===== src/dth_ram.sv =====
module dth_ram #(
    parameter int WIDTH = 8,
    parameter int DEPTH = 16
) (
    input  logic                     clk,
    input  logic                     we,
    input  logic [$clog2(DEPTH)-1:0] waddr,
    input  logic [WIDTH-1:0]         wdata,
    input  logic [$clog2(DEPTH)-1:0] raddr,
    output logic [WIDTH-1:0]         rdata
);

    logic [WIDTH-1:0] mem [DEPTH];

    // one write port
    always_ff @(posedge clk)
    begin
        if (we)
        begin
            mem[waddr] <= wdata;
        end
    end

    // one registered read port
    always_ff @(posedge clk)
    begin
        rdata <= mem[raddr];
    end

endmodule


===== config.mk =====
export PLATFORM = sky130hd
export DESIGN_NAME = dth_ram
export DESIGN_NICKNAME = d
export VERILOG_FILES = /design/src/dth_ram.sv
export SDC_FILE = /design/constraint.sdc
export NUM_CORES = 1
export LEC_CHECK = 0
export BUFFER_PORTS_ARGS = -buffer_cell sky130_fd_sc_hd__clkbuf_2
export CORE_ASPECT_RATIO = 1.5
export CORE_MARGIN = 2
export CORE_UTILIZATION = 47
export DETAILED_ROUTE_END_ITERATION = 10
export GPL_ROUTABILITY_DRIVEN = 0
export GPL_TIMING_DRIVEN = 0
export HOLD_SLACK_MARGIN = 0.08
export PLACE_DENSITY = 0.66
export SLEW_MARGIN = 15
export SYNTH_ARGS = -nofsm -noshare
export SYNTH_HDL_FRONTEND = slang
export SYNTH_SLANG_ARGS = --single-unit

===== constraint.sdc =====
create_clock -name clk -period 1.8 [get_ports clk]
set_clock_uncertainty 0.05 [all_clocks]
set_input_delay 0.36 -clock clk [delete_from_list [all_inputs] [get_ports clk]]
set_output_delay 0.36 -clock clk [all_outputs]
set_load 0.005 [all_outputs]

# Word-level counts from Yosys, hierarchy flattened
# Memory sizes are Yosys's and may differ from the RTL's. A register that Yosys moved wholly into a read port is not among the register bits.
# Cells that the tools add are included.
[totals]
register_bits = 0
ram_bits = 128
mem_count = 1
[mem_list]
columns = ["memory", "words", "word_bits", "read_ports", "rd_ports_with_merged_regs", "write_ports", "line", "source"]
rows = [
  ["mem", 16, 8, 1, 1, 1, "13", "logic [WIDTH-1:0] mem [DEPTH];"],
]
[op_classes]
muxes = 2
[ops]
columns = ["op", "n"]
rows = [
  ["1-bit two-way mux", 2],
]

# Longest topological paths before layout
# Gate-level depths: netlist of run 1.
[logic_depth]
ltp_word = 2
mapped_depth = 5
ltp_nobuf = 3

# Worst setup path after synthesis of run 1
# Ideal clock, no wire load.
[synth_timing]
path_kind = "input to register"
from = "in waddr[2]"
to = "mem mem[0][0] (enable)"
setup_ns = 0.383
t_arrival_ns = 1.470
required_ns = 1.367
path_slack_ns = -0.103
cell_stages = 2
n_path_buf = 0
cell_sequence = "or3b_2 nor3_1"
[synth_lines]
columns = ["item", "line", "source"]
rows = [
  ["from (decl)", "7", "input logic [$clog2(DEPTH)-1:0] waddr,"],
  ["to (decl)", "13", ""],
]
# Straight into the memory's write port.

# Final worst setup path of run 1
[layout_timing]
from = "in waddr[2]"
to = "mem mem[2][0] (enable)"
# Straight into the memory's write port.

==> impl_metrics.env, run 1 <==
export IMPL_cts_sinks=136
export IMPL_synth_area_per_cell_um2=22.5
export IMPL_post_route_worst_setup_slack_ps=151
export IMPL_fin_worst_hold_slack_ps=349
export IMPL_cts_root_to_sink_buffers=2
export IMPL_post_route_cells_drive_above_1_share=0.312
export IMPL_port_buffers=24
export IMPL_dpl_hpwl_mm=6.21
export IMPL_syn_instance_count=229
export IMPL_route_vias_total=2381
export IMPL_critPathCapture="mem[2][0]$_DFFE_PP_"
export IMPL_synth_largest_area_cell="edfxtp_1"
export IMPL_crit_arrival_ps=1640
export IMPL_floorplan_die_width_um=89.4
export IMPL_r2r_start="mem[1][1]$_DFFE_PP_"
export IMPL_number_of_synthesized_flops_with_an_enable_pin=128
export IMPL_num_antenna_cells=0
export IMPL_ir_worst_vdd_v=0.000706
export IMPL_rr_worst_depth=3
export IMPL_initial_antenna_violation_count=0
export IMPL_initial_utilization=0.483
export IMPL_hold_path_depth=1
export IMPL_synth_common_cells="edfxtp_1, mux4_2, a22oi_1, mux4_1, nor2_1"
export IMPL_cap_violations=0
export IMPL_cts_hold_repair_buffers=0
export IMPL_total_leakage_power_nw=2.08
export IMPL_grt_pass1_vias=2445
export IMPL_dr_wl_cell_um=22.7
export IMPL_netlist_top_cells_area="edfxtp_1, mux4_2, mux4_1"
export IMPL_postLayoutCellArea_um2=6170
export IMPL_worst_setup_hold_path_clk_slew_ps=60
export IMPL_die_area_um2=11800
export IMPL_cts_root_buffer="clkbuf_16"
export IMPL_fin_cells=429
export IMPL_postRouteAntennaNets=0
export IMPL_synth_net_count=247
export IMPL_drtPass1Iterations=4
export IMPL_timing_reg2reg_setup_slack_ps=300
export IMPL_drt_first_iter_violations=269
export IMPL_worstSetupPathType="in -> reg"
export IMPL_grt_pass1_wl_mm=15.0
export IMPL_core_area_um2=10600
export IMPL_timing_critical_path_from_type="input pin"
export IMPL_cts_repair_timing_setup_buffer_count=0
export IMPL_synth_most_common_cell="edfxtp_1"
export IMPL_number_of_synthesized_register_bits=136
export IMPL_finalSetupViolCount=0
export IMPL_ys_dominant_reg_cell="edfxtp_1"
export IMPL_placed_cell_area_um2=5460
export IMPL_timing_max_slew_rel_slack=0.451
export IMPL_max_slew_violation_count=0
export IMPL_hold_path_class="in -> reg"
export IMPL_worst_ep_required_time_ps=1790
export IMPL_grt_util_all_layers=0.189
export IMPL_worstReg2RegEnd="rdata[1]$_DFF_P_"
export IMPL_post_cts_resized=0
export IMPL_dp_cells=397
export IMPL_start_point_of_the_critical_path="waddr[2]"
export IMPL_fill_cells=777
export IMPL_routed_wirelength_mm=9.73
export IMPL_report_final_hold_viol_count=0
export IMPL_layout_min_cycle_time_ps=1650
export IMPL_grt_start_max_net_pins=17
export IMPL_worstSetupEndpointType="flip-flop"
export IMPL_totalPowerFinal_mw=7.93
export IMPL_postLayoutCoreUtil=0.579
export IMPL_die_y_um=132
export IMPL_placement_rows=46
export IMPL_run_status="complete, no violations"
export IMPL_share_of_the_clock_period_used_by_the_worst_path_after_layout=0.916
export IMPL_synth_top_area_frac=0.747
export IMPL_ys_seq_area_frac=0.778
export IMPL_place_ws_ps=-299
export IMPL_nets=290
export IMPL_tritoncts="built"
export IMPL_postSynth_asyncResetShare=0
export IMPL_fmaxAchievable_ghz=0.607
export IMPL_ys_types=19
export IMPL_area_growth_pct=19.8
export IMPL_critPathMaxFanout=8
export IMPL_worstMarginPinSlew_ps=820
export IMPL_htree_levels=4
export IMPL_clock_latency_ps=410
export IMPL_synth_warnings=0
export IMPL_rsz0062_at_grt="no"
export IMPL_cts_buffers_inserted=17
export IMPL_drc=0
export IMPL_syn_cell_area_um2=5150
export IMPL_grt_overflow_total=0
export IMPL_fin_tns_setup_ps=0
export IMPL_ios=26
export IMPL_ratio_of_routed_vias_to_standard_cells=5.55
export IMPL_powerDensity_nw_per_um2=1290
cell families after synthesis:
kind of cell	after synthesis	share of synthesized area
compound gates	16	0.0233
buf+inv	10	0.0168
mux	32	0.150
simple gates	35	0.0318
flops	136	0.778
routing by layer:
metal / wire (µm) / GRT usage / share of wire / up-vias
li1: - / - / - / 1054
met1: 3750 / 0.243 / 0.39 / 1216
met2: 5240 / 0.301 / 0.54 / 99
met3: 559 / 0.0564 / 0.057 / 12
met4: 176 / 0.0738 / 0.018 / 0
met5: 0 / 0 / 0 / -
critical path, cell delays in order:
cell      delay [ps]
clkbuf_2         100
or3b_2           530
nor2_1           650
worst min-delay path by stage:
stage	slack, ps	endpoint	startpoint
after global placement	620	rdata[0]$_DFF_P_	mem[14][0]$_DFFE_PP_
after CTS	340	mem[1][6]$_DFFE_PP_	wdata[6]
after detailed placement	630	rdata[0]$_DFF_P_	mem[15][0]$_DFFE_PP_
after global routing	360	mem[4][6]$_DFFE_PP_	wdata[6]
final	350	mem[5][6]$_DFFE_PP_	wdata[6]
after floorplan	410	mem[0][0]$_DFFE_PP_	wdata[0]
flip-flops by register name (all words and copies together) (netlist names):
| register | count |
|---|---|
| mem | 128 |
| rdata | 8 |
layout make-up:
class	count	area, µm²	area share
buffer	10	86.3	0.0140
tap	144	180	0.0292
multi-input combinational	83	1080	0.175
clock inverter	15	274	0.0444
timing repair buffer	24	120	0.0195
sequential	136	4000	0.649
clock buffer	17	425	0.0690
cell usage in the layout (no fill, tap or decap):
cell type,n
and2b_1,1
buf_6,3
nand3b_1,2
buf_4,1
nor2b_1,1
mux4_2,18
inv_6,1
a22oi_1,16
clkdlybuf4s25_2,3
edfxtp_1,128
and2_1,1
nand3_1,1
mux4_1,14
clkinv_4,4
clkbuf_16,17
clkinv_2,1
nand2b_1,2
nor2_1,13
clkbuf_2,24
buf_2,3
or3b_2,1
bufinv_16,7
dfxtp_1,8
nor3_2,4
clkinvlp_4,2
nand2_1,9
report_power, final:
group          internal, mW  leakage [nW]  switching (mW)
clock network          2.74         0.334            1.29
registers              3.54          1.22          0.0169
logic                 0.140         0.523           0.195
Note: power is estimated with default switching activity, not from simulation.
==> run 2: changes to the inputs <==
- CORE_UTILIZATION: 47 -> 54
- PLACE_DENSITY: 0.66 -> 0.74
==> run 2 against run 1 <==
Via count up 0.92%. Sequential share of layout area increased by 0.88 points. Power down 2.6%. Utilization increased by 7.8 points. Final area down 1.3%. Combinational power is essentially flat. First-iteration DRC count down 44%. Wire length shrank 0.68%. Largest cell class unchanged.
==> impl_metrics.env, run 2 (same netlist as run 1, synthesis figures left out) <==
export IMPL_postLayoutCoreUtil=0.658
export IMPL_cts_repair_timing_setup_buffer_count=0
export IMPL_largest_register="mem"
export IMPL_rsz0062_at_grt="no"
export IMPL_report_final_hold_viol_count=0
export IMPL_fmaxAchievable_ghz=0.621
export IMPL_dpl_hpwl_mm=6.10
export IMPL_detailed_routing_wirelength_on_met1_mm=3.90
export IMPL_placement_rows=43
export IMPL_critPathMaxStageDelay_ps=610
export IMPL_grt_util_all_layers=0.203
export IMPL_timing_reg2reg_setup_slack_ps=310
export IMPL_max_slew_violation_count=0
export IMPL_route_vias_total=2403
export IMPL_area_growth_pct=18.2
export IMPL_ios=26
export IMPL_final_common_cell="edfxtp_1"
export IMPL_totalPowerFinal_mw=7.72
export IMPL_fin_worst_hold_slack_ps=360
export IMPL_largest_registers="mem: 128 flops, rdata: 8 flops"
export IMPL_timing_critical_path_from_type="input pin"
export IMPL_grt_start_max_net_pins=17
export IMPL_worstMarginPinSlew_ps=795
export IMPL_grt_pass1_vias=2434
export IMPL_powerDensity_nw_per_um2=1270
export IMPL_run_status="complete, no violations"
export IMPL_start_point_of_the_critical_path="waddr[2]"
export IMPL_r2r_start="mem[1][3]$_DFFE_PP_"
export IMPL_placed_cell_area_um2=5420
export IMPL_layout_cells_most_common_list="edfxtp_1, clkbuf_2, mux4_2"
export IMPL_crit_arrival_ps=1610
export IMPL_hold_path_depth=1
export IMPL_worst_ep_required_time_ps=1790
export IMPL_cp_max_delay_cell="nor2_1"
export IMPL_fin_cells=397
export IMPL_hold_path_class="in -> reg"
export IMPL_port_buffers=24
export IMPL_clock_latency_ps=420
export IMPL_ir_worst_vdd_v=0.000797
export IMPL_drt_first_iter_violations=150
export IMPL_num_antenna_cells=0
export IMPL_postRouteAntennaNets=0
export IMPL_largest_reg_flops=128
export IMPL_timing_max_slew_rel_slack=0.468
export IMPL_routed_wirelength_mm=9.67
export IMPL_worst_setup_hold_path_clk_slew_ps=50
export IMPL_wl_met3_um=571
export IMPL_post_route_worst_setup_slack_ps=189
export IMPL_grt_overflow_total=0
export IMPL_tritoncts="built"
export IMPL_cts_root_buffer="clkbuf_16"
export IMPL_min_from="wdata[4]"
export IMPL_htree_levels=4
export IMPL_topRoutingLayerUsed="met4"
export IMPL_holdPathEnd="mem[2][4]$_DFFE_PP_"
export IMPL_cap_violations=0
export IMPL_dr_wl_cell_um=24.4
export IMPL_cts_root_to_sink_buffers=2
export IMPL_met2_wirelength_mm=4.99
export IMPL_share_of_the_clock_period_used_by_the_worst_path_after_layout=0.895
export IMPL_grt_pass1_wl_mm=14.3
export IMPL_cp_top_family="simple AND/OR/NAND/NOR gates"
export IMPL_worstReg2RegEnd="rdata[3]$_DFF_P_"
export IMPL_nets=290
export IMPL_finalSetupViolCount=0
export IMPL_dp_cells=365
export IMPL_critical_path_buf_inv_count=1
export IMPL_cts_sinks=136
export IMPL_layout_min_cycle_time_ps=1610
export IMPL_worstSetupEndpointType="flip-flop"
export IMPL_critPathMaxFanout=8
export IMPL_post_route_cells_drive_above_1_share=0.302
export IMPL_drtPass1Iterations=4
export IMPL_critical_path_cell_chain="clkbuf_2, or3b_2, nor2_1"
export IMPL_postLayoutCellArea_um2=6080
export IMPL_ratio_of_routed_vias_to_standard_cells=6.05
export IMPL_place_ws_ps=-440
export IMPL_total_leakage_power_nw=2.05
export IMPL_die_area_um2=10300
export IMPL_core_area_um2=9250
export IMPL_initial_antenna_violation_count=0
export IMPL_fill_cells=600
export IMPL_floorplan_die_width_um=83.7
export IMPL_critical_path_depth=3
export IMPL_die_y_um=124
export IMPL_cts_buffers_inserted=17
export IMPL_worstSetupPathType="in -> reg"
export IMPL_drc=0
export IMPL_fin_tns_setup_ps=0
export IMPL_initial_utilization=0.556
export IMPL_rr_worst_depth=3
==> run 2: area by class of cell <==
cell class	instances	area (µm²)	area share
well taps	112	140	0.0230
multi-input cells	83	1080	0.177
plain buffers	10	86.3	0.0142
clock buffers	17	425	0.0699
clock inverters	15	231	0.0380
repair buffers	24	120	0.0197
flip-flops and latches	136	4000	0.658
==> run 2: per-layer routing <==
metal,vias to the layer above,GRT usage
li1,1062,-
met1,1218,0.255
met2,107,0.340
met3,16,0.0537
met4,0,0.0847
met5,-,0
==> run 2: what timing repair did <==
item / 4_1_cts / 5_1_grt
endpoints found under the setup margin: 8 / 0
hold buffers: 0 / 0
gates resized for setup: 1 / 0
==> run 2: power breakdown <==
part / switching (mW) / internal (mW)
registers: 0.0166 / 3.54
logic: 0.197 / 0.140
clock network: 1.25 / 2.57
==> run 2: how the worst max path moves through the flow <==
stage,slack (ps),endpoint
detailed placement,-440,mem[4][6]$_DFFE_PP_
CTS,140,mem[3][6]$_DFFE_PP_
global placement,-360,mem[8][0]$_DFFE_PP_
floorplan,120,mem[3][0]$_DFFE_PP_
global route,80,mem[2][3]$_DFFE_PP_
finish,190,mem[1][0]$_DFFE_PP_
